**src/rtl/core/ascp_pkg.sv**
```systemverilog
package ascp_pkg;

    localparam logic [3:0] LineLastPos  = 4'd13;
    localparam logic [3:0] IdLastPos    = 4'd2;
    localparam logic [3:0] RtrPos       = 4'd3;
    localparam logic [3:0] DlcPos       = 4'd4;
    localparam logic [3:0] FirstDataPos = 4'd5;
    localparam logic [3:0] MaxLen       = 4'd8;
    localparam int         NumBytes     = 8;

    localparam logic [7:0] CharZero  = 8'h30;
    localparam logic [7:0] CharOne   = 8'h31;
    localparam logic [7:0] CharNine  = 8'h39;
    localparam logic [7:0] CharUpA   = 8'h41;
    localparam logic [7:0] CharUpF   = 8'h46;
    localparam logic [7:0] HexLetterBase = 8'd10;
    localparam logic [11:0] NullId   = 12'h000;

    typedef struct packed {
        logic [11:0]                 frame_id;
        logic                        remote_request;
        logic [3:0]                  data_length;
        logic [NumBytes-1:0][7:0]    payload;
        logic                        format_error;
    } t_frame;

endpackage

```
**src/rtl/core/ascp_parse.sv**
```systemverilog
module ascp_parse (
    input  logic           i_clk,
    input  logic           i_rst_n,
    input  logic           i_en,
    input  logic [7:0]     i_byte,
    input  logic           i_start,
    output logic           o_complete,
    output ascp_pkg::t_frame o_frame
);
    import ascp_pkg::*;

    logic [3:0]               r_pos, n_pos;
    logic [11:0]              r_id, n_id;
    logic                     r_rtr, n_rtr;
    logic [3:0]               r_len, n_len;
    logic [NumBytes-1:0][7:0] r_payload, n_payload;
    logic                     r_err, n_err;
    logic [3:0]               pos;
    logic [7:0]               dlc;
    logic [2:0]               slot;

    always_comb begin
        pos = i_start ? 4'd0 : r_pos;
        if (pos > LineLastPos) begin
            pos = 4'd0;
        end
        n_id      = r_id;
        n_rtr     = r_rtr;
        n_len     = r_len;
        n_payload = r_payload;
        n_err     = r_err;
        if (pos == 4'd0) begin
            n_id      = NullId;
            n_rtr     = 1'b0;
            n_len     = 4'd0;
            n_payload = '0;
            n_err     = 1'b0;
        end
        dlc  = i_byte - CharZero;
        slot = 3'(pos - FirstDataPos);
        if (pos <= IdLastPos) begin
            if (i_byte >= CharZero && i_byte <= CharNine) begin
                n_id = {n_id[7:0], dlc[3:0]};
            end else if (i_byte >= CharUpA && i_byte <= CharUpF) begin
                n_id = {n_id[7:0], 4'(i_byte - CharUpA + HexLetterBase)};
            end
        end else if (pos == RtrPos) begin
            n_rtr = (i_byte == CharOne);
            if (i_byte != CharZero && i_byte != CharOne) begin
                n_err = 1'b1;
            end
        end else if (pos == DlcPos) begin
            if (dlc > 8'(MaxLen)) begin
                n_len = MaxLen;
                n_err = 1'b1;
            end else begin
                n_len = dlc[3:0];
            end
        end else if (pos < LineLastPos) begin
            n_payload[slot] = i_byte;
        end
        n_pos = (pos >= LineLastPos) ? 4'd0 : pos + 4'd1;
    end

    assign o_complete              = (pos == LineLastPos);
    assign o_frame.frame_id        = r_id;
    assign o_frame.remote_request  = r_rtr;
    assign o_frame.data_length     = r_len;
    assign o_frame.payload         = r_payload;
    assign o_frame.format_error    = r_err;

    always_ff @(posedge i_clk) begin
        if (!i_rst_n) begin
            r_pos     <= 4'd0;
            r_id      <= NullId;
            r_rtr     <= 1'b0;
            r_len     <= 4'd0;
            r_payload <= '0;
            r_err     <= 1'b0;
        end else if (i_en) begin
            r_pos     <= n_pos;
            r_id      <= n_id;
            r_rtr     <= n_rtr;
            r_len     <= n_len;
            r_payload <= n_payload;
            r_err     <= n_err;
        end
    end

endmodule

```
**src/rtl/core/ascp_dedup.sv**
```systemverilog
module ascp_dedup (
    input  logic             i_clk,
    input  logic             i_rst_n,
    input  logic             i_en,
    input  logic             i_complete,
    input  ascp_pkg::t_frame i_frame,
    output logic             o_emit,
    output ascp_pkg::t_frame o_frame
);
    import ascp_pkg::*;

    t_frame r_prev;
    logic   same;

    always_comb begin
        same = (r_prev.frame_id == i_frame.frame_id)
            && (r_prev.remote_request == i_frame.remote_request)
            && (r_prev.data_length == i_frame.data_length);
        o_frame = i_frame;
        for (int k = 0; k < NumBytes; k++) begin
            if (4'(k) >= i_frame.data_length) begin
                o_frame.payload[k] = 8'd0;
            end else if (r_prev.payload[k] != i_frame.payload[k]) begin
                same = 1'b0;
            end
        end
    end

    assign o_emit = i_complete && (i_frame.frame_id != NullId) && !same;

    always_ff @(posedge i_clk) begin
        if (!i_rst_n) begin
            r_prev <= '0;
        end else if (i_en && o_emit) begin
            r_prev <= i_frame;
        end
    end

endmodule

```
**src/rtl/core/ascii_can_frame_parser_dedup_top.sv**
```systemverilog
// Parser for fourteen-character text lines that describe CAN frames, with
// suppression of repeated frames.
// The input channel (i_valid, o_stall) carries one character per transaction
// in i_rx_byte; i_line_start marks the first character of a line and drops
// any partial line. The output channel (o_valid, i_stall) carries one decoded
// frame per transaction, produced by the terminator character when the
// identifier is nonzero and the frame differs from the last one sent.
// Throughput is one character per cycle while no frame waits under i_stall.
// A character passes an input register and the parse logic, and its frame is
// loaded into the output register when the terminator leaves the input register.
// Reset clears the line position, the frame being built and the record of
// the last frame sent, and empties both pipeline registers.
// While a frame waits under i_stall, the character already held in the input
// register is kept and o_stall is raised; characters are taken again in the
// cycle in which the waiting frame is taken.
module ascii_can_frame_parser_dedup_top (
    input  logic        i_clk,
    input  logic        i_rst_n,
    input  logic        i_valid,
    output logic        o_stall,
    input  logic [7:0]  i_rx_byte,
    input  logic        i_line_start,
    output logic        o_valid,
    input  logic        i_stall,
    output logic [11:0] o_frame_id,
    output logic        o_remote_request,
    output logic [3:0]  o_data_length,
    output logic [7:0]  o_data_byte0,
    output logic [7:0]  o_data_byte1,
    output logic [7:0]  o_data_byte2,
    output logic [7:0]  o_data_byte3,
    output logic [7:0]  o_data_byte4,
    output logic [7:0]  o_data_byte5,
    output logic [7:0]  o_data_byte6,
    output logic [7:0]  o_data_byte7,
    output logic        o_format_error
);
    import ascp_pkg::*;

    logic       r_in_valid;
    logic [7:0] r_byte;
    logic       r_start;
    logic       r_out_valid;
    t_frame     r_out;
    logic       out_blocked;
    logic       proc;
    logic       complete;
    logic       emit;
    t_frame     cur_frame;
    t_frame     emit_frame;

    assign out_blocked = r_out_valid && i_stall;
    assign o_stall     = r_in_valid && out_blocked;
    assign proc        = r_in_valid && !out_blocked;

    ascp_parse u_parse (
        .i_clk      (i_clk),
        .i_rst_n    (i_rst_n),
        .i_en       (proc),
        .i_byte     (r_byte),
        .i_start    (r_start),
        .o_complete (complete),
        .o_frame    (cur_frame)
    );

    ascp_dedup u_dedup (
        .i_clk      (i_clk),
        .i_rst_n    (i_rst_n),
        .i_en       (proc),
        .i_complete (complete),
        .i_frame    (cur_frame),
        .o_emit     (emit),
        .o_frame    (emit_frame)
    );

    always_ff @(posedge i_clk) begin
        if (!i_rst_n) begin
            r_in_valid  <= 1'b0;
            r_out_valid <= 1'b0;
        end else begin
            if (!o_stall) begin
                r_in_valid <= i_valid;
            end
            if (proc && emit) begin
                r_out_valid <= 1'b1;
            end else if (!i_stall) begin
                r_out_valid <= 1'b0;
            end
        end
    end

    always_ff @(posedge i_clk) begin
        if (i_valid && !o_stall) begin
            r_byte  <= i_rx_byte;
            r_start <= i_line_start;
        end
        if (proc && emit) begin
            r_out <= emit_frame;
        end
    end

    assign o_valid          = r_out_valid;
    assign o_frame_id       = r_out.frame_id;
    assign o_remote_request = r_out.remote_request;
    assign o_data_length    = r_out.data_length;
    assign o_data_byte0     = r_out.payload[0];
    assign o_data_byte1     = r_out.payload[1];
    assign o_data_byte2     = r_out.payload[2];
    assign o_data_byte3     = r_out.payload[3];
    assign o_data_byte4     = r_out.payload[4];
    assign o_data_byte5     = r_out.payload[5];
    assign o_data_byte6     = r_out.payload[6];
    assign o_data_byte7     = r_out.payload[7];
    assign o_format_error   = r_out.format_error;

    a_id_nonzero: assert property (@(posedge i_clk) disable iff (!i_rst_n)
        o_valid |-> o_frame_id != NullId)
        else $error("frame with null identifier sent");

    a_len_range: assert property (@(posedge i_clk) disable iff (!i_rst_n)
        o_valid |-> o_data_length <= MaxLen)
        else $error("data length above eight");

    a_stall_cause: assert property (@(posedge i_clk) disable iff (!i_rst_n)
        o_stall |-> o_valid && i_stall)
        else $error("input stalled without a waiting frame");

    a_tail_zero: assert property (@(posedge i_clk) disable iff (!i_rst_n)
        o_valid && o_data_length < MaxLen |-> o_data_byte7 == 8'd0)
        else $error("byte beyond data length not zero");

endmodule

```
**config.mk**
```make
export PLATFORM = sky130hd
export DESIGN_NAME = ascii_can_frame_parser_dedup_top
export DESIGN_NICKNAME = d
export VERILOG_FILES = /design/src/rtl/core/ascp_pkg.sv /design/src/rtl/core/ascp_parse.sv /design/src/rtl/core/ascp_dedup.sv /design/src/rtl/core/ascii_can_frame_parser_dedup_top.sv
export SDC_FILE = /design/constraint.sdc
export NUM_CORES = 1
export LEC_CHECK = 0
export BUFFER_PORTS_ARGS = -buffer_cell sky130_fd_sc_hd__buf_4
export CORE_MARGIN = 3
export CORE_UTILIZATION = 35
export CTS_CLUSTER_SIZE = 20
export DETAILED_ROUTE_END_ITERATION = 8
export GPL_TIMING_DRIVEN = 1
export SLEW_MARGIN = 20
export SYNTH_ARGS = -nofsm -noshare
export SYNTH_HDL_FRONTEND = slang
export SYNTH_SLANG_ARGS = --single-unit
```
**constraint.sdc**
```tcl
create_clock -name i_clk -period 4.8 [get_ports i_clk]
set_clock_uncertainty 0.2 [all_clocks]
set_input_delay 0.24 -clock i_clk [delete_from_list [all_inputs] [get_ports i_clk]]
set_output_delay 0.24 -clock i_clk [all_outputs]
set_load 0.01 [all_outputs]
```
# ---- Yosys cells after proc, flatten, opt, wreduce, memory -nomap -nowiden
# Index checks and enable logic that the tools add are counted.
dict set report op_classes {
  reduce_logical 18
  magnitude_cmp 19
  addsub 5
  muxes 47
  eq_ne 18
}
# cell n
set ops {}
lappend ops {{64-bit 2-to-1 mux} 5}
lappend ops {{64-bit bitwise mux} 1}
lappend ops {{8-bit inequality test} 8}
lappend ops {{12-bit 2-to-1 mux} 4}
lappend ops {{4-bit 2-to-1 mux} 8}
lappend ops {{1-bit 2-to-1 mux} 27}
lappend ops {{8-bit demux with 3-bit select} 1}
lappend ops {{3-bit by 4-bit >= comparator with 1-bit output (first input constant)} 4}
lappend ops {{8-bit by 6-bit inequality test with 1-bit output (second input constant)} 2}
lappend ops {{1-bit logical AND} 13}
lappend ops {{12-bit equality test} 1}
lappend ops {{12-bit nonzero test} 1}
lappend ops {{8-bit by 6-bit equality test with 1-bit output (second input constant)} 1}
lappend ops {{1-bit by 4-bit >= comparator with 1-bit output (first input constant)} 2}
lappend ops {{2-bit by 4-bit >= comparator with 1-bit output (first input constant)} 2}
lappend ops {{8-bit by 6-bit >= comparator with 1-bit output (second input constant)} 1}
lappend ops {{8-bit by 7-bit >= comparator with 1-bit output (second input constant)} 1}
lappend ops {{8-bit by 4-bit greater-than comparator with 1-bit output (second input constant)} 1}
lappend ops {{8-bit by 6-bit less-or-equal comparator with 1-bit output (second input constant)} 1}
lappend ops {{8-bit by 7-bit less-or-equal comparator with 1-bit output (second input constant)} 1}
lappend ops {{8-bit 2-to-1 mux} 1}
lappend ops {{8-bit by 6-bit subtractor with 8-bit output (second input constant)} 1}
lappend ops {{4-bit by 1-bit adder with 4-bit output (second input constant)} 1}
lappend ops {{4-bit adder (second input constant)} 1}
lappend ops {{16 further kinds} 18}
dict set report totals {
  out_inout_bits 84
  word_cells 147
  reg_bits 260
}

# ---- Depth between registers and ports, before layout
# Gate-level depths: netlist (run 1).
dict set report logic_depth {
  depth_word 23
  ltp_mapped 12
}

# ---- Modules after synthesis
# A second synthesis (run 1) with hierarchy kept.
dict set report hier_totals {
  cells_unflattened 1102
  area_unflattened_um2 11606.1
}
# module seq_area_each_um2 n_inst area_per_inst_um2 cells_per_inst
set by_module_without_submodules {}
lappend by_module_without_submodules {ascp_dedup 1621.6 1 4817.1 569}
lappend by_module_without_submodules {ascp_parse 1721.7 1 3965.1 432}
lappend by_module_without_submodules {ascii_can_frame_parser_dedup_top 2772.7 1 2824.0 101}

# ---- Least setup slack after synthesis (run 1)
# No wires, ideal clock.
dict set report synth_path {
  kind {flip-flop to flip-flop}
  from {reg r_start}
  to {reg r_out (netlist bit o_data_byte0[0]) (enable)}
  setup_ns 0.436
  required_time_ns 4.164
  arrival_time_ns 3.480
  synth_period_minus_slack_ns 4.116
  path_slack_ns 0.684
  path_stages_with_launch 11
  path_cell_list {edfxtp_1 nor2b_1 nand2_1 inv_1 ha_1 nand3_1 a31oi_2 buf_2 buf_2 o31ai_2 inv_1}
}
dict set report synth_via {
  elab_chain_len 7
}
# element line
set synth_rtl {}
lappend synth_rtl {{start: declaration} ascii_can_frame_parser_dedup_top.sv:42} ;# logic r_start;
lappend synth_rtl {{start signal: assignment} ascii_can_frame_parser_dedup_top.sv:95} ;# r_start <= i_line_start;
lappend synth_rtl {{4-bit 2-to-1 mux (*)} ascp_parse.sv:23} ;# pos = i_start ? 4'd0 : r_pos;
lappend synth_rtl {{4-bit greater-than comparator} ascp_parse.sv:24} ;# if (pos > LineLastPos) begin
lappend synth_rtl {{4-bit 2-to-1 mux (*)} ascp_parse.sv:24}
lappend synth_rtl {{4-bit equality test (*)} ascp_parse.sv:65} ;# assign o_complete = (pos == LineLastPos);
lappend synth_rtl {{1-bit logical AND (*) (2 in a row)} ascp_dedup.sv:29} ;# assign o_emit = i_complete && (i_frame.frame_id != NullId) && !same;
lappend synth_rtl {{1-bit logical AND (*)} ascii_can_frame_parser_dedup_top.sv:97} ;# if (proc && emit) begin
lappend synth_rtl {{end signal: assignment} ascii_can_frame_parser_dedup_top.sv:98} ;# r_out <= emit_frame;
lappend synth_rtl {{end: declaration} ascii_can_frame_parser_dedup_top.sv:44} ;# t_frame r_out;
# Every way passes the cells marked *; elsewhere a longest branch is shown, timed or not.
# A chain may end at the register's enable or synchronous reset.

# ---- Worst setup path after layout (run 1)
dict set report layout_path {
  from {reg u_parse.r_len[2]}
  to {reg u_dedup.r_prev[58] (netlist bit)}
}
dict set report layout_via {
  elab_chain_len 21
  elab_cells_between_ends 29
}
# element line
set layout_rtl {}
lappend layout_rtl {{start: declaration} ascp_parse.sv:15} ;# logic [3:0] r_len, n_len;
lappend layout_rtl {{start signal: assignment} ascp_parse.sv:84} ;# r_len <= n_len;
lappend layout_rtl {{4-bit equality test} ascp_dedup.sv:18} ;# && (r_prev.data_length == i_frame.data_length);
lappend layout_rtl {{1-bit logical AND} ascp_dedup.sv:18}
lappend layout_rtl {{1-bit 2-to-1 mux} ascp_dedup.sv:23} ;# end else if (r_prev.payload[k] != i_frame.payload[k]) begin
lappend layout_rtl {{1-bit 2-to-1 mux} ascp_dedup.sv:21} ;# if (4'(k) >= i_frame.data_length) begin
lappend layout_rtl {{1-bit 2-to-1 mux} ascp_dedup.sv:23}
lappend layout_rtl {{1-bit 2-to-1 mux} ascp_dedup.sv:21}
lappend layout_rtl {{1-bit 2-to-1 mux} ascp_dedup.sv:23}
lappend layout_rtl {{1-bit 2-to-1 mux} ascp_dedup.sv:21}
lappend layout_rtl {{(+5 left out)} -}
lappend layout_rtl {{1-bit 2-to-1 mux} ascp_dedup.sv:21}
lappend layout_rtl {{1-bit 2-to-1 mux} ascp_dedup.sv:23}
lappend layout_rtl {{1-bit 2-to-1 mux} ascp_dedup.sv:21}
lappend layout_rtl {{1-bit 2-to-1 mux} ascp_dedup.sv:23}
lappend layout_rtl {{1-bit 2-to-1 mux (*)} ascp_dedup.sv:21}
lappend layout_rtl {{1-bit logical NOT (*)} ascp_dedup.sv:29}
lappend layout_rtl {{1-bit logical AND (*)} ascp_dedup.sv:29}
lappend layout_rtl {{1-bit logical AND (*)} ascp_dedup.sv:34} ;# end else if (i_en && o_emit) begin
lappend layout_rtl {{end signal: assignment} ascp_dedup.sv:35} ;# r_prev <= i_frame;
lappend layout_rtl {{end: declaration} ascp_dedup.sv:12} ;# t_frame r_prev;
# Marked as above.

==> results.txt, run 1 <==
The finished layout cell area is 15500 um2. The sequential area share after synthesis came out at 0.454. The worst setup path is of the reg2reg kind. The setup violation total in the final timing report is 0. Once detail routing completed, the nets flagged for antenna violations numbered 0.

Summed over all layers, the global routing overflow is 0. Among all flip-flop cells after synthesis, the most frequent one is sky130_fd_sc_hd__dfxtp_1. The maximum clock insertion buffer count came out at 3. The first detailed-routing pass ran for 7 iterations. The CTS H-tree depth came out at 1. The maximum clock frequency is 0.254 GHz. The final critical path time including I/O delays and setup is 3.94 ns.

The remaining routing DRC violations came out at 0. The core outline area is 37800 um2. The chip height is 202 um. The total global-route track usage came out at 0.171.

The post-route fraction of the period consumed by the critical path came out at 0.821. The clock tree from TritonCTS is yes. The root buffer cell is sky130_fd_sc_hd__clkbuf_16. The pin count of the biggest net entering global routing came out at 163. The width of the die came out at 202 um.

The analysis attributes to cell leakage a power of 0.00607 uW. The die area came out at 40900 um2. The number of antenna violations at the first check in global routing was 0. The number of max-slew violations in the final report is 0. The average size of a mapped cell came out at 10.4 um2. For this run, the number of Yosys warnings is 0. The total negative slack for setup checks is 0 ns. The data required time of the critical path came out at 5.00 ns.

The number of buffers created by CTS came out at 30. The number of distinct library cells after synthesis is 66. The clock latency reported for the late side of the worst-skew pair is 0.55 ns. Using the TritonRoute via totals, the vias-per-cell ratio works out to 5.59. The global-route wire length before repair came out at 57100 um. The half-perimeter wire length of the detailed placement result is 22400 um. In this run the post-CTS setup repair buffer count came out at 0. The max-slew headroom at the worst pin is 0.315. Pin placement for this block handled 97 I/O pins.

STA classifies the critical path startpoint as a flop. The clock edge transition at the registers on the reported setup and hold paths is 0.06 ns. In the final layout, the share of cells above drive strength 1 is 0.186. The post-synthesis net count came out at 1313. The average wire per cell in the routed design is 19.4 um. The worst hold path belongs to the class in2reg.

Setup repair after global routing left no endpoint under its margin. The post-synthesis to final-layout area growth is 14.9%. The starting DRC count in detailed routing came out at 984. The via total after detailed routing is 10400.

The cell area reported after detailed placement came out at 14300 um2. The element type at the critical path end is a flop. The port buffer count is 96. The total of flip-flops plus latches after synthesis came out at 260.

In this run the cell area of the synthesized design comes to 13500 um2. The slew at the pin with the worst max-slew slack came out at 1.03 ns. The detailed-route wire length is 36200 um. The power density of the placed cells is 311 nW/um2. The run finished with clean final reports.

The row count is 71. The count of maximum capacitance violations is 0. The number of global-route vias before repair came out at 10100.

The number of nets in the finished design is 1353. The initial cell density of the core came out at 0.357. The total inserted antenna cells is 0. Synthesis handed over a netlist of 1293 instances.

The maximum ir drop on the vdd rail is 0.000258 V. For this design, the sink count on the clock tree is 260. The number of enable flip-flop cells after synthesis came out at 91. In this run the worst path has a maximum fanout of 82. The fraction of synthesis flops using an asynchronous set or reset pin is 0. The final weighted congestion in routability-driven placement is 0.808. The count of final hold-check violations came out at 0.

The worst endpoint data arrival time came out at 4.14 ns.
[what timing repair did]
item | in CTS | in global routing
hold buffers | 12 | 0
hold endpoints to repair | 11 | 0
resized for setup | 0 | 0
[final timing paths]
kind	startpoint	to	slack, ns	cells after the start
max	u_parse.r_len[2]$_SDFFE_PN0P_	u_dedup.r_prev[58]$_SDFFE_PN0P_	0.86	7
max reg2reg	u_parse.r_len[2]$_SDFFE_PN0P_	u_dedup.r_prev[58]$_SDFFE_PN0P_	0.86	7
min reg2reg	u_parse.r_err$_SDFFE_PN0P_	o_format_error$_DFFE_PP_	0.22	0
min	i_rst_n	u_parse.o_frame[31]$_SDFFE_PN0P_	0.19	2
[per-stage QoR]
stage | instances | worst slack (ns) | hold WS [ns] | utilization | total power (uW)
after global placement | 1800 | 0.844 | 0.215 | 0.379 | 2500
after CTS | 1868 | 0.662 | 0.176 | 0.410 | 4860
after floorplan | 1293 | 0.684 | 0.139 | - | 2440
after global routing | 1868 | 0.650 | 0.196 | 0.410 | 4970
final | 1868 | 0.858 | 0.192 | 0.410 | 4810
after detailed placement | 1800 | 0.668 | 0.219 | 0.379 | 2500
[cells by family after synthesis]
| logic type | Yosys count | synth area share |
|---|---|---|
| AO/OA/AOI/OAI | 408 | 0.253 |
| XOR/XNOR | 85 | 0.0553 |
| adder cells (fa/ha/maj) | 7 | 0.00650 |
| buffers and inverters | 127 | 0.0536 |
| flip-flops | 260 | 0.454 |
| multiplexers | 8 | 0.00604 |
| AND/OR/NAND/NOR | 398 | 0.172 |
[state kept, by name, summed over array words and instances (netlist names), 8 cells and up]
| name | flops |
|---|---|
| o_frame_id | 12 |
| o_data_byte2 | 8 |
| u_dedup.r_prev | 81 |
| o_data_byte7 | 8 |
| o_data_byte3 | 8 |
| o_data_byte0 | 8 |
| o_data_byte4 | 8 |
| o_data_byte1 | 8 |
| u_parse.o_frame | 64 |
| r_byte | 8 |
| u_parse.r_id | 12 |
| o_data_byte6 | 8 |
| o_data_byte5 | 8 |
[worst max-delay path: stages (launching register included)]
cell and delay (ns):
sky130_fd_sc_hd__dfxtp_1 0.66, sky130_fd_sc_hd__a21oi_2 0.27, sky130_fd_sc_hd__a21oi_1 0.35, sky130_fd_sc_hd__a2111o_2 0.20
sky130_fd_sc_hd__buf_4 0.72, sky130_fd_sc_hd__or2_2 0.74, sky130_fd_sc_hd__buf_4 0.46, sky130_fd_sc_hd__o311ai_1 0.15
[power breakdown]
group	leakage [uW]	internal, uW	switching, uW
sequential	0.00236	2270	43.6
combinational	0.00322	45.3	98.8
clock	0.000494	1420	927
[synth_stat cells, types with 5 or more instances]
cell type                   count  area (um2)
sky130_fd_sc_hd__o21a_1         5        37.5
sky130_fd_sc_hd__clkbuf_2       7        35.0
sky130_fd_sc_hd__nand3_1        6        30.0
sky130_fd_sc_hd__a21boi_0      10        75.1
sky130_fd_sc_hd__o21ai_1        6        30.0
sky130_fd_sc_hd__o21ai_0      119         596
sky130_fd_sc_hd__buf_8          7         105
sky130_fd_sc_hd__a21boi_1      24         180
sky130_fd_sc_hd__nor2b_1       85         532
sky130_fd_sc_hd__clkbuf_1      68         255
sky130_fd_sc_hd__and3_1        83         519
sky130_fd_sc_hd__and2b_1       18         135
sky130_fd_sc_hd__nor4_4         7         149
sky130_fd_sc_hd__and2_1        14        87.6
sky130_fd_sc_hd__a2bb2oi_1     11        96.3
sky130_fd_sc_hd__inv_1         10        37.5
sky130_fd_sc_hd__xor2_1        69         604
sky130_fd_sc_hd__buf_2         17        85.1
sky130_fd_sc_hd__xnor2_1       16         140
sky130_fd_sc_hd__nor4_1        20         125
sky130_fd_sc_hd__buf_6         16         180
sky130_fd_sc_hd__o311ai_1      81         709
sky130_fd_sc_hd__a2bb2oi_2     70        1050
sky130_fd_sc_hd__ha_1           7        87.6
sky130_fd_sc_hd__nor2_1        15        56.3
sky130_fd_sc_hd__nand2_1      122         458
sky130_fd_sc_hd__a21oi_1       16        80.1
sky130_fd_sc_hd__dfxtp_1      169        3380
sky130_fd_sc_hd__mux2i_1        7        70.1
sky130_fd_sc_hd__a22oi_1       41         308
sky130_fd_sc_hd__edfxtp_1      91        2730
[placed cells by master (no fill, tap or decap), types with 16 or more instances in the layout]
master,n
sky130_fd_sc_hd__nand2_1,121
sky130_fd_sc_hd__o21ai_0,119
sky130_fd_sc_hd__xnor2_1,16
sky130_fd_sc_hd__a21oi_1,16
sky130_fd_sc_hd__edfxtp_1,91
sky130_fd_sc_hd__clkbuf_16,31
sky130_fd_sc_hd__xor2_1,69
sky130_fd_sc_hd__a21boi_1,24
sky130_fd_sc_hd__dfxtp_1,169
sky130_fd_sc_hd__nor4_1,20
sky130_fd_sc_hd__a2bb2oi_2,70
sky130_fd_sc_hd__nor2b_1,85
sky130_fd_sc_hd__a22oi_1,41
sky130_fd_sc_hd__and2b_1,18
sky130_fd_sc_hd__and3_1,83
sky130_fd_sc_hd__o311ai_1,81
sky130_fd_sc_hd__buf_4,109
[metal layers]
layer | vias up | routed length [um] | GRT usage
met5 | - | 0 | 0
met4 | 0 | 971 | 0.0475
met3 | 58 | 2250 | 0.0279
met2 | 309 | 16500 | 0.273
met1 | 5153 | 16500 | 0.241
li1 | 4914 | - | -
[layout make-up]
type	count	area (um2)
clock buffers	36	815
clock inverters	20	206
fillers	3691	22300
inverters	10	38.8
multi-input cells	906	6650
flip-flops and latches	260	6120
well taps	511	639
repair buffers	125	1010
No activity file was read; power rests on OpenSTA's default activity.
==> inputs of run 2 (changes only) <==
==> constraint.sdc (replaced) <==
create_clock -name i_clk -period 3.75 [get_ports i_clk]
set_clock_uncertainty 0.2 [all_clocks]
set_input_delay 0.1875 -clock i_clk [delete_from_list [all_inputs] [get_ports i_clk]]
set_output_delay 0.1875 -clock i_clk [all_outputs]
set_load 0.01 [all_outputs]
==> run 2 against run 1 <==
Combinational power is 51% higher. Critical path depth increased by 3. Die area unchanged. Hold slack lost 0.052 ns. Power grew 27%. Fmax up 15%. Global-route usage is 0.22 points lower. Sequential power grew 27%. Utilization increased by 0.32 points. First-iteration DRC count fell by 21%.
==> results.txt, run 2 (synthesis results as in run 1) <==
The number of global-route vias before repair is 10200. At the pin with the least slew margin, the transition time is 1.07 ns. The static leakage came out at 0.00615 uW. The pin count of the biggest net entering global routing is 163. The count of maximum capacitance violations came out at 0. Dividing the detail-routed wire length by the instance count gives 18.9 um.

The top-level port count came out at 97. The number of buffers created by CTS is 30. The final worst hold slack is 0.140 ns. The number of max-slew violations in the final report came out at 0. The CTS H-tree depth is 1. The post-cts sizing count came out at 0. The leading cell type in the layout, fill and taps excluded is sky130_fd_sc_hd__dfxtp_1. The tightest min-delay check is of the in2reg type. The maximum clock insertion buffer count is 3. The number of antenna violations at the first check in global routing is 0. The worst setup path is captured at a flop. For this run, the total global-route usage over all layers was measured as 0.169. The critical path in this run is classified as reg2reg. The count of final hold-check violations is 0. The startpoint kind of the worst setup timing path is a flop. The top cell types in the final layout, fill and taps aside, are sky130_fd_sc_hd__dfxtp_1 (169), sky130_fd_sc_hd__buf_4 (126), sky130_fd_sc_hd__nand2_1 (121).

The total negative slack for setup checks is 0 ns. The setup violation total in the final timing report came out at 0. The initialized floorplan defines 71 standard-cell rows.

The half-perimeter wire length of the detailed placement result is 22300 um. The routed design could run at a clock period as short as 3.42 ns. The register with the most flip-flops in the layout has 81 of them. The number of nets still failing antenna checks after routing came out at 0. The number of nets in the finished design is 1370.

The max-slew headroom at the worst pin came out at 0.287. The clock edge transition at the registers on the reported setup and hold paths came out at 0.06 ns. The flow ran to the end, and the final reports show no timing, DRC or antenna violations.

TritonCTS built the clock tree. The fraction of the core area covered by cells at the end of the flow is 0.413. In the routed layout, each cell is associated on average with a via count of 5.55. Setup repair after global routing left no endpoint under its margin.

In this run, placement finished with an instance count of 1816. The floorplan step set the die height to 202 um. The initial cell density of the core came out at 0.357. The overall power consumption is 6110 uW. The starting DRC count in detailed routing came out at 779.

The clock sink total came out at 260. The port buffer count is 96. The global-route wire length before repair is 56900 um. The total congestion overflow after global routing is 0. The width of the die came out at 202 um. The detailed-route wire length came out at 35700 um.

The post-route fraction of the period consumed by the critical path is 0.913. The total inserted antenna cells came out at 0. Clock latency on the worst-skew pair, taken at its later pin, is 0.56 ns. The final weighted congestion in routability-driven placement is 0.789. The share of layout cells above drive strength 1 came out at 0.197. The remaining routing DRC violations is 0. The first-pass iteration count of the detailed router is 5.

The area growth from synthesis to layout is 15.8%. For this run, the number of standard cells in the final layout without fillers is 1885. At the worst endpoint, the required time is 3.99 ns. The core outline area is 37800 um2. The root buffer cell is sky130_fd_sc_hd__clkbuf_16. The via total after detailed routing is 10500. The die area is 40900 um2. Of all nets on the critical path, the largest fanout is 12.

The most flop-heavy register is u_dedup.r_prev. The power density of the placed cells came out at 392 nW/um2. Data on the critical path arrives at its endpoint at 3.67 ns. The maximum ir drop on the vdd rail came out at 0.000332 V.

The maximum clock frequency came out at 0.292 GHz.
==> run 2: layer usage <==
metal / routed length, um / GRT usage / up-vias
met1: 16700 / 0.237 / 5163
met2: 16500 / 0.276 / 271
met5: 0 / 0 / -
met4: 778 / 0.0396 / 0
met3: 1740 / 0.0250 / 54
li1: - / - / 4976
==> run 2: path summary, 6_finish.rpt <==
kind                                  from  cells after the start  slack, ns                                to
max          u_parse.r_pos[3]$_SDFFE_PN0P_                     10       0.33  u_parse.o_frame[62]$_SDFFE_PN0P_
min                           i_rx_byte[0]                      2       0.14               r_byte[0]$_DFFE_PP_
max reg2reg  u_parse.r_pos[3]$_SDFFE_PN0P_                     10       0.33  u_parse.o_frame[62]$_SDFFE_PN0P_
min reg2reg     u_parse.r_err$_SDFFE_PN0P_                      0       0.26          o_format_error$_DFFE_PP_
==> run 2: metrics by stage <==
step	cell area [um2]	setup slack [ns]
floorplan	13500	0.00688
global placement	14500	0.439
detailed placement	14500	0.320
CTS	15600	0.325
global route	15600	0.0711
finish	15600	0.327
==> run 2: cell type report <==
cell class | count | area [um2]
Inverter | 10 | 41.3
Timing Repair Buffer | 142 | 1140
Clock inverter | 6 | 60.1
Sequential cell | 260 | 6120
Tap cell | 511 | 639
Multi-Input combinational cell | 906 | 6650
Clock buffer | 50 | 948
Fill cell | 3608 | 22200
==> run 2: repair_timing <==
item,CTS,global route
buffers inserted,0,0
hold buffers,13,0
hold endpoints to repair,31,0
setup endpoints to repair,0,0
==> run 2: worst max-delay path: stages (launching register included) <==
cell and delay [ns]:
sky130_fd_sc_hd__dfxtp_1 0.53, sky130_fd_sc_hd__nand2_1 0.11, sky130_fd_sc_hd__nand3b_1 0.17, sky130_fd_sc_hd__inv_1 0.09, sky130_fd_sc_hd__ha_1 0.24, sky130_fd_sc_hd__or3b_1 0.38
sky130_fd_sc_hd__a221o_1 0.42, sky130_fd_sc_hd__or2_1 0.43, sky130_fd_sc_hd__o31a_1 0.43, sky130_fd_sc_hd__o21ai_0 0.20, sky130_fd_sc_hd__a21boi_1 0.10
==> run 2: report_power, final <==
| group | switching, uW | internal, uW |
|---|---|---|
| sequential | 25.6 | 2910 |
| clock | 1170 | 1780 |
| combinational | 152 | 66.2 |
| total | 1350 | 4760 |
==> inputs of run 3 (changes only) <==
--- a/config.mk
+++ b/config.mk
@@ -5,12 +5,14 @@
 export SDC_FILE = /design/constraint.sdc
 export NUM_CORES = 1
 export LEC_CHECK = 0
+export ABC_AREA = 1
 export BUFFER_PORTS_ARGS = -buffer_cell sky130_fd_sc_hd__buf_4
 export CORE_MARGIN = 3
 export CORE_UTILIZATION = 35
 export CTS_CLUSTER_SIZE = 20
 export DETAILED_ROUTE_END_ITERATION = 8
 export GPL_TIMING_DRIVEN = 1
+export SETUP_SLACK_MARGIN = 0.15
 export SLEW_MARGIN = 20
 export SYNTH_ARGS = -nofsm -noshare
 export SYNTH_HDL_FRONTEND = slang
==> run 3 against run 2 <==
Clock-buffer cell count fell by 9. Hold slack improved by 0.025 ns. Cell count rose by 14%. Area after synthesis fell by 7.0%. Sequential power barely moved.
==> results.txt, run 3 <==
The static leakage is 0.00567 uW. STA puts the critical path data arrival time at 3.25 ns. The maximum clock frequency is 0.328 GHz. The worst path needs 3.05 ns of the cycle, external delays included.

The region available for standard cell placement spans 34900 um2. Setup violations remaining at the end of the flow were counted as 0. The final layout contains routed wiring with a total length of 32900 um. The number of enable flip-flop cells after synthesis came out at 91. In this run the worst hold path is classified as in2reg.

For this run, design rule violations remaining after detail routing come to 0. The cell sitting at the root of the clock tree is a sky130_fd_sc_hd__clkbuf_16. The dominant cell by count in the synthesized netlist is sky130_fd_sc_hd__nand2_1. The max-slew headroom at the worst pin came out at 0.376. The data required time of the critical path is 3.95 ns.

The total global-route track usage came out at 0.169. The via total after detailed routing came out at 10700. The number of distinct library cells after synthesis is 34. After clock tree synthesis, the clock-pin slew on the worst setup and hold paths is 0.06 ns. For this design the ratio of total power to cell area is 412 nW/um2. The register with the most flip-flops in the layout has 81 of them.

Relative to the synthesized area, the layout overhead comes to 17.3%. The maximum fanout along the worst path is 11. The clock passes through at most 3 buffers. On the critical path, the stage with the largest delay is an instance of sky130_fd_sc_hd__edfxtp_1. STA classifies the critical path endpoint as a flop. The average wire per cell in the routed design came out at 15.3 um. The sequential area share after synthesis is 0.488. Ranked by instance count, the synthesized netlist is headed by sky130_fd_sc_hd__nand2_1 (358), sky130_fd_sc_hd__nand3_1 (182), sky130_fd_sc_hd__nor2_1 (182), sky130_fd_sc_hd__dfxtp_1 (169), sky130_fd_sc_hd__inv_1 (155). The half-perimeter wire length of the detailed placement result is 21800 um. The startpoint-to-endpoint class of the critical path is reg2reg. Of the cells placed in the final design, the portion with a size suffix greater than 1 is 0.149. Entering global routing, the biggest net connects 163 pins. The total negative slack for setup checks came out at 0 ns.

For this design, the sink count on the clock tree is 260. The leading cell type in the layout, fill and taps excluded is sky130_fd_sc_hd__nand2_1. The final weighted congestion in routability-driven placement is 0.923.

The signal on the critical path passes through nor2_4 -> nand3_2 -> nand3_2 -> ha_1 -> inv_1 -> nor3_1 -> inv_1 -> nand2_1 -> nor2_2 -> buf_4 -> nand2_1 -> o21ai_0 -> nand3_1 -> a21oi_1. The slew at the pin with the worst max-slew slack came out at 0.936 ns. The width of the die came out at 195 um. The chip height is 195 um. The pre-antenna-repair detailed-routing pass consisted of 5 iterations. The number of max-slew violations in the final report came out at 0. For this run, the leading register cell type out of synthesis is sky130_fd_sc_hd__dfxtp_1.

The cell area reported after detailed placement came out at 13600 um2. The number of nets still failing antenna checks after routing came out at 0. The layout has 3587 filler cells. The row count is 68. The starting DRC count in detailed routing came out at 923.

The post-synthesis net count came out at 1612. The area occupied by multi-input gates came out at 5420 um2. For this run, the slowest stage of the critical path takes 0.44 ns. The most flop-heavy register is u_dedup.r_prev.

The final cell count without fillers is 2148. The CTS H-tree depth is 1. VDD sags by at most 0.000315 V. The count of buffers added by post-CTS timing repair for setup is 0. The total inserted antenna cells came out at 0. The number of global-route vias before repair is 10100.

The floorplan step defined a die boundary enclosing 38100 um2. The number of antenna violations at the first check in global routing came out at 0. The biggest area contributor in the post-synthesis netlist is sky130_fd_sc_hd__dfxtp_1. Summed over all layers, the global routing overflow is 0.

Setup repair after global routing left no endpoint under its margin. The footprint of the flip-flops and latches came out at 6120 um2. The total of flip-flops plus latches after synthesis is 260. STA classifies the critical path startpoint as a flop. The number of nets in the finished design came out at 1691. The share of synthesized area in the top cell type comes to 0.270.

In the layout the commonest cells are sky130_fd_sc_hd__nand2_1 (357), sky130_fd_sc_hd__nor2_1 (181), sky130_fd_sc_hd__nand3_1 (181). The average size of a mapped cell is 7.87 um2. The cell count after placement came out at 2083. The global-route wire length before repair came out at 53700 um. The post-synthesis cell area is 12500 um2. The flow ran to the end, and the final reports show no timing, DRC or antenna violations. The fraction of synthesis flops using an asynchronous set or reset pin is 0. The count of maximum capacitance violations is 0.

The port buffer count is 96. The initial utilization of the core area, before any placement, comes to 0.359. The vias per cell came out at 4.96. The setup check on the worst reg-to-reg path leaves a slack of 0.70 ns. The count of final hold-check violations came out at 0.

The number of warnings printed during yosys synthesis came out at 0. The number of buffers created by CTS came out at 29. The post-route fraction of the period consumed by the critical path is 0.813. The finished layout cell area came out at 14700 um2. The clock latency reported for the late side of the worst-skew pair is 0.54 ns. During I/O placement, the number of pins put on the boundary was 97. TritonCTS built the clock tree. By area the synthesized netlist is led by sky130_fd_sc_hd__dfxtp_1 (27%), sky130_fd_sc_hd__edfxtp_1 (22%), sky130_fd_sc_hd__nand2_1 (11%), sky130_fd_sc_hd__nand3_1 (7.3%), sky130_fd_sc_hd__nor2_1 (5.5%). The cell count after synthesis came out at 1592.
run 3: logic make-up (layout without fill, tap and decap cells):
group	count (synthesis)	count (layout)	synth area share
AOI/OAI and AO/OA	270	270	0.131
buffers and inverters	245	346	0.0818
DFF	260	260	0.488
adders and majority gates	7	7	0.00699
xor gates and xnor gates	61	61	0.0426
and+or+nand+nor	749	749	0.249
run 3: layout make-up:
class | instances | share of cell area
Sequential cell | 260 | 0.416
Multi-Input combinational cell | 1087 | 0.369
Timing Repair Buffer | 130 | 0.0710
Clock buffer | 41 | 0.0581
Inverter | 163 | 0.0419
Tap cell | 455 | 0.0387
Clock inverter | 12 | 0.00536
run 3: what timing repair did:
item | in CTS | in global routing
hold endpoints to repair | 40 | 0
gates resized for setup | 0 | 0
hold buffers | 12 | 0
run 3: power by group:
part | internal [uW] | switching (uW)
Clock | 1640 | 1110
Sequential | 2920 | 19.9
Combinational | 82.4 | 292
Total | 4640 | 1420
run 3: worst paths after layout:
kind / start / end / depth (start not counted)
worst min register to register: u_parse.r_id[9]$_SDFFE_PN0P_ / o_frame_id[9]$_DFFE_PP_ / 0
worst max register to register: r_start$_DFFE_PP_ / u_parse.o_frame[45]$_SDFFE_PN0P_ / 14
worst min-delay path: i_rx_byte[7] / r_byte[7]$_DFFE_PP_ / 2
worst max-delay path: r_start$_DFFE_PP_ / u_parse.o_frame[45]$_SDFFE_PN0P_ / 14
run 3: routing by layer:
metal	vias to the layer above	global-route usage	part of all wire
met1	4983	0.235	0.46
met4	0	0.0483	0.029
met5	-	0	0
met2	289	0.276	0.45
met3	57	0.0243	0.057
li1	5322	-	-
run 3: metrics by stage:
stage	setup slack, ns	hold slack (ns)	total power [uW]	util
after detailed placement	0.747	0.169	3360	0.391
after CTS	0.737	0.147	6130	0.421
after floorplan	0.211	0.0864	3280	-
final	0.700	0.164	6060	0.421
after global placement	0.720	0.170	3360	0.391
after global routing	0.402	0.150	6280	0.421
run 3: worst max-delay path, delay by kind of cell (launching register included):
kind	cells	cell delay (ns)
buf+inv	3	0.41
simple gates	8	1.45
fa+ha+maj	1	0.20
compound gates	2	0.20
flops	1	0.44
